--- src/hdl/scp_pkg.sv ---
// scp_pkg: types, constants and control structs for the serial command line parser
// no dependencies
package scp_pkg;

   localparam int LINE_BYTES = 64;
   localparam int LINE_SLOTS = 8;
   localparam int POS_W = $clog2(LINE_BYTES);
   localparam int SLOT_W = $clog2(LINE_SLOTS);
   localparam int MEM_W = POS_W + SLOT_W;
   localparam int DEPTH_W = 3;
   localparam int DELAY_W = 24;
   localparam logic [DELAY_W-1:0] DELAY_RESET = 24'd100000;
   localparam logic [DELAY_W-1:0] ELAPSED_MAX = '1;
   localparam logic [15:0] COUNT_MAX = 16'hffff;
   localparam logic [POS_W-1:0] LEN_MAX = POS_W'(LINE_BYTES - 1);

   localparam logic [2:0] CMD_CHAR = 3'd0;
   localparam logic [2:0] CMD_TICK = 3'd1;
   localparam logic [2:0] CMD_POLL = 3'd2;
   localparam logic [2:0] CMD_TAKE = 3'd3;
   localparam logic [2:0] CMD_READ = 3'd4;

   localparam logic [2:0] CODE_NONE = 3'd0;
   localparam logic [2:0] CODE_START = 3'd1;
   localparam logic [2:0] CODE_HALT = 3'd2;
   localparam logic [2:0] CODE_RESET = 3'd3;
   localparam logic [2:0] CODE_BATTERY = 3'd4;

   localparam logic [0:0] REG_DELAY = 1'd0;

   typedef struct packed {
      logic [2:0] command;
      logic [7:0] char_in;
      logic [6:0] read_limit;
   } req_type;

   typedef struct packed {
      logic        command_ready;
      logic [2:0]  command_code;
      logic        line_valid;
      logic [7:0]  line_char;
      logic        last;
      logic [2:0]  line_depth;
      logic [2:0]  max_line_depth;
      logic [15:0] dropped_lines;
      logic [15:0] dropped_chars;
      logic        shortcut_pending;
   } rsp_type;

   typedef enum logic [2:0] {
      ST_IDLE, ST_DECIDE, ST_COPY, ST_READ, ST_EMIT
   } state_type;

   // controller to datapath
   typedef struct packed {
      logic load;       // capture request, apply its work to the datapath state
      logic decide;     // classify submitted line
      logic copy_step;  // copy one char into slot
      logic copy_done;  // finish enqueue
      logic read_start; // dequeue and set up readout
      logic read_step;  // advance readout pointer
   } ctl_type;

   // datapath to controller
   typedef struct packed {
      logic need_decide;
      logic do_enqueue;
      logic copy_last;
      logic read_go;
      logic read_last;
   } sts_type;

   function automatic logic [1:0] sc_index(input logic [7:0] c);
      case (c)
         8'h73: sc_index = 2'd0;
         8'h68: sc_index = 2'd1;
         8'h72: sc_index = 2'd2;
         default: sc_index = 2'd3;
      endcase
   endfunction

   function automatic logic [7:0] sc_upper(input logic [1:0] l);
      case (l)
         2'd0: sc_upper = 8'h53;
         2'd1: sc_upper = 8'h48;
         2'd2: sc_upper = 8'h52;
         default: sc_upper = 8'h42;
      endcase
   endfunction

endpackage

--- src/hdl/scp_ctrl.sv ---
// scp_ctrl: sequencer for line submit, slot copy and line readout
// depends on scp_pkg
module scp_ctrl import scp_pkg::*; (
   input  logic    clock,
   input  logic    reset,
   input  logic    req_valid,
   output logic    req_ready,
   output logic    rsp_valid,
   input  logic    rsp_ready,
   input  sts_type sts,
   output ctl_type ctl,
   output logic    emit_read
);

   state_type state_ff, state_in;

   always_ff @(posedge clock) begin
      if (reset) begin
         state_ff <= ST_IDLE;
      end else begin
         state_ff <= state_in;
      end
   end

   always_comb begin
      state_in = state_ff;
      case (state_ff)
         ST_IDLE: begin
            if (req_valid) state_in = ST_DECIDE;
         end
         ST_DECIDE: begin
            if (sts.need_decide && sts.do_enqueue) state_in = ST_COPY;
            else if (sts.read_go) state_in = ST_READ;
            else state_in = ST_EMIT;
         end
         ST_COPY: begin
            if (sts.copy_last) state_in = ST_EMIT;
         end
         ST_READ: begin
            if (rsp_ready && sts.read_last) state_in = ST_IDLE;
         end
         ST_EMIT: begin
            if (rsp_ready) state_in = ST_IDLE;
         end
         default: state_in = ST_IDLE;
      endcase
   end

   always_comb begin
      ctl = '0;
      req_ready = 1'b0;
      rsp_valid = 1'b0;
      emit_read = 1'b0;
      case (state_ff)
         ST_IDLE: begin
            req_ready = 1'b1;
            ctl.load = req_valid;
         end
         ST_DECIDE: begin
            ctl.decide = sts.need_decide;
            ctl.read_start = sts.read_go;
         end
         ST_COPY: begin
            ctl.copy_step = 1'b1;
            ctl.copy_done = sts.copy_last;
         end
         ST_READ: begin
            rsp_valid = 1'b1;
            emit_read = 1'b1;
            ctl.read_step = rsp_ready;
         end
         ST_EMIT: rsp_valid = 1'b1;
         default: ;
      endcase
   end

   assert property (@(posedge clock) disable iff (reset)
      rsp_valid && !rsp_ready |=> rsp_valid)
      else $error("result withdrawn while stalled");
   assert property (@(posedge clock) disable iff (reset)
      req_valid && req_ready |=> !req_ready)
      else $error("second beat taken while busy");
   assert property (@(posedge clock) disable iff (reset)
      state_ff == ST_COPY && !sts.copy_last |=> state_ff == ST_COPY)
      else $error("copy left early");

endmodule

--- config.mk ---
export PLATFORM = sky130hd
export DESIGN_NAME = scp_ctrl
export DESIGN_NICKNAME = d
export VERILOG_FILES = /design/src/hdl/scp_pkg.sv /design/src/hdl/scp_ctrl.sv
export SDC_FILE = /design/constraint.sdc
export NUM_CORES = 1
export LEC_CHECK = 0
export BUFFER_PORTS_ARGS = -buffer_cell sky130_fd_sc_hd__buf_2
export CAP_MARGIN = 20
export CORE_AREA = 3 3 40 42
export DETAILED_ROUTE_END_ITERATION = 16
export DIE_AREA = 0 0 43 45
export PLACE_DENSITY = 0.43
export SYNTH_ARGS = -nofsm -noshare
export SYNTH_HDL_FRONTEND = slang
export SYNTH_SLANG_ARGS = --single-unit
--- constraint.sdc ---
create_clock -name clock -period 1.3 [get_ports clock]
set_input_delay 0 -clock clock [delete_from_list [all_inputs] [get_ports clock]]
set_output_delay 0 -clock clock [all_outputs]
set_load 0.1 [all_outputs]
==> impl_metrics.toml <==
[floorplan]
die_x_um = 43
num_rows = 13
die-area_sq_um = 1940
core-area_sq_um = 1280
start_util_pct = 21.1
ioPinCount = 18
die_h_um = 45

[clock_network]
clkLatencyLatePin_ns = 0.24
cts_buffer_depth = 2
ctsRootBufferMaster = "clkbuf_4"
cts.htree.levels = 1
clock_sinks = 3
cts_tree = "done"
path_clk_slew_ns = 0.03
cts_setup_buffers = 0
cts-buffers-inserted = 3

[setup_path]
critical_path.startpoint_type = "flip-flop"
cpMaxStageDelayCell = "dfxtp_4"
critPathCaptureType = "output port"
path_class = "reg -> out"
timing.critical_path.slowest_cell_delay_ns = 0.38
cp.required_ns = 1.30
critical_path.max_fanout = 9
crit_chain = "nand2b_4, buf_4, nor2_2, buf_12"
arrival_ns = 1.25

[timing]
final_max_slew_viol_count = 0
rsz0062_at_grt = "true"
timing.final.crit_share_pct = 95.9
setup_viol_count_final = 0
tightest_slew_ns = 0.290
period_needed_ns = 1.25
setup_ws_ns = 0.0538
max-slew-margin-rel_pct = 80.6
fmax_ghz = 0.802
fin_hold_ws_ns = 0.107
hold_viol = 0
clock_skew_ns = 0.00573

[global_route]
grt_start_max_net_pins = 10
grt_overflow = 0
grt_usage_pct = 9.89
grt_pass1_vias = 334
antenna_found_initial = 0
grt_pass1_wl_mm = 1.38

[detailed_routing]
wl_um = 825
met1_length_um = 308
viasPerCell = 4.97
routedWlPerCell_um = 11.6
wl_met2_um = 430
dr.pass1.iters = 2
antenna_left = 0
dr.max_layer_used = "met4"
drc = 0
met3_length_um = 64
drt_iter0_drc = 2
vias = 353

[power_and_ir_drop]
ir_drop_mv = 0.485
power_density_nw_per_um2 = 1020
leakage_uw = 0.000245
power_uw = 618

[synthesis]
synth-simple-area-share_pct = 43.3
synth-seq-cells = 3
synth-xor-area-share_pct = 0
synth_nets = 44
synth_compound_area_share_pct = 21.7
post_synth_num_cell_types = 21
synth_top_family_by_area = "simple AND/OR/NAND/NOR gates"
synthAdderAreaFrac_pct = 0
yosysWarnings = 0
ys_seq_area_share_pct = 22.1
synth_area_per_cell_sq_um = 7.76
syn_area_sq_um = 272
yosys-mux-area-fraction_pct = 3.69
syn-instance-count = 35

[finish]
stdcell_count = 71
utilization_pct = 47.0
final_common_cell = "buf_12"
n_antenna_cell = 0
drive_above_1_share_pct = 71.4
regMostFlops = "state_ff"
final_cell_mix = "9 x buf_12, 8 x buf_2, 4 x nand3_1"
largest_register_ffs = 3
fin_nets = 66
reg.largest.list = "state_ff x3"
fillers = 118
area_growth_pct = 123

[worst_hold_path]
hold_path.class = "in -> reg"

[placement]
pre_cts_slack_ns = 0.0560
port_buffers = 17
dp_hpwl_um = 632
place_congestion = 0.814
place_inst = 66

[outcome]
status = "completed"

[job]
cap_violations = 0
[cell usage after synthesis, drive strengths merged]
| cell | count | area share, % |
|---|---|---|
| a21o | 2 | 5.5 |
| a21oi | 1 | 1.8 |
| a221oi | 2 | 8.8 |
| a31oi | 1 | 2.3 |
| a41oi | 1 | 3.2 |
| and3 | 3 | 6.9 |
| buf | 3 | 7.8 |
| dfxtp | 3 | 22 |
| inv | 1 | 1.4 |
| mux2i | 1 | 3.7 |
| nand2 | 1 | 1.4 |
| nand2b | 2 | 4.6 |
| nand3 | 4 | 7.4 |
| nor2 | 5 | 6.9 |
| nor2b | 1 | 2.3 |
| nor3 | 1 | 1.8 |
| nor4b | 1 | 5.5 |
| or3 | 2 | 6.5 |
[cell families (layout without fill, tap and decap cells)]
kind of cell    after synthesis  count (layout)
compound gates                7               7
buf+inv                       4              25
flops                         3               3
mux                           1               1
simple gates                 20              20
[per-layer routing]
layer | global-route usage, % | up-vias
li1 | - | 174
met1 | 10.3 | 165
met2 | 14.7 | 12
met3 | 4.78 | 2
met4 | 9.04 | 0
met5 | 0 | -
[layout make-up]
cell class	count	area, sq um	share of cell area (%)
timing repair buffer	20	249	41.2
multi-input combinational	28	235	38.9
sequential	3	71.3	11.8
clock buffer	4	26.3	4.35
tap	15	18.8	3.11
inverter	1	3.75	0.621
[stage by stage]
stage          setup TNS [ns]  area (sq um)
6_report                    0           604
3_3_place_gp                0           541
4_1_cts              -0.00705           586
2_1_floorplan           -1.71           314
5_1_grt              -0.00153           604
3_5_place_dp                0           541
[where the power goes]
group | total [uW] | internal [uW] | leakage [uW] | switching, uW
registers | 119 | 99.2 | 0.0000267 | 20.3
clock network | 166 | 115 | 0.0000150 | 51.1
logic | 332 | 129 | 0.000203 | 204
total | 618 | 343 | 0.000245 | 275
[worst max-delay path, delay by kind of cell, from the launching register on]
kind | cells | cell delay [ns]
buffers and inverters | 2 | 0.34
flip-flops | 1 | 0.38
AND/OR/NAND/NOR | 2 | 0.29
[what timing repair did]
| action | CTS | global route |
|---|---|---|
| resized for setup | 5 | 5 |
| hold buffers | 1 | 0 |
| endpoints found under the setup margin | 7 | 5 |
| hold endpoints to repair | 3 | 0 |
[path summary, 6_finish.rpt]
kind | from | endpoint | slack, ns | depth (start not counted)
setup / recovery | state_ff[2] | ctl[3] | 0.05 | 4
hold / removal | rsp_ready | state_ff[2] | 0.11 | 3
setup reg to reg | state_ff[0] | state_ff[2] | 0.16 | 3
hold reg to reg | state_ff[2] | state_ff[2] | 0.54 | 1
Note: power is estimated with default switching activity, not from simulation.
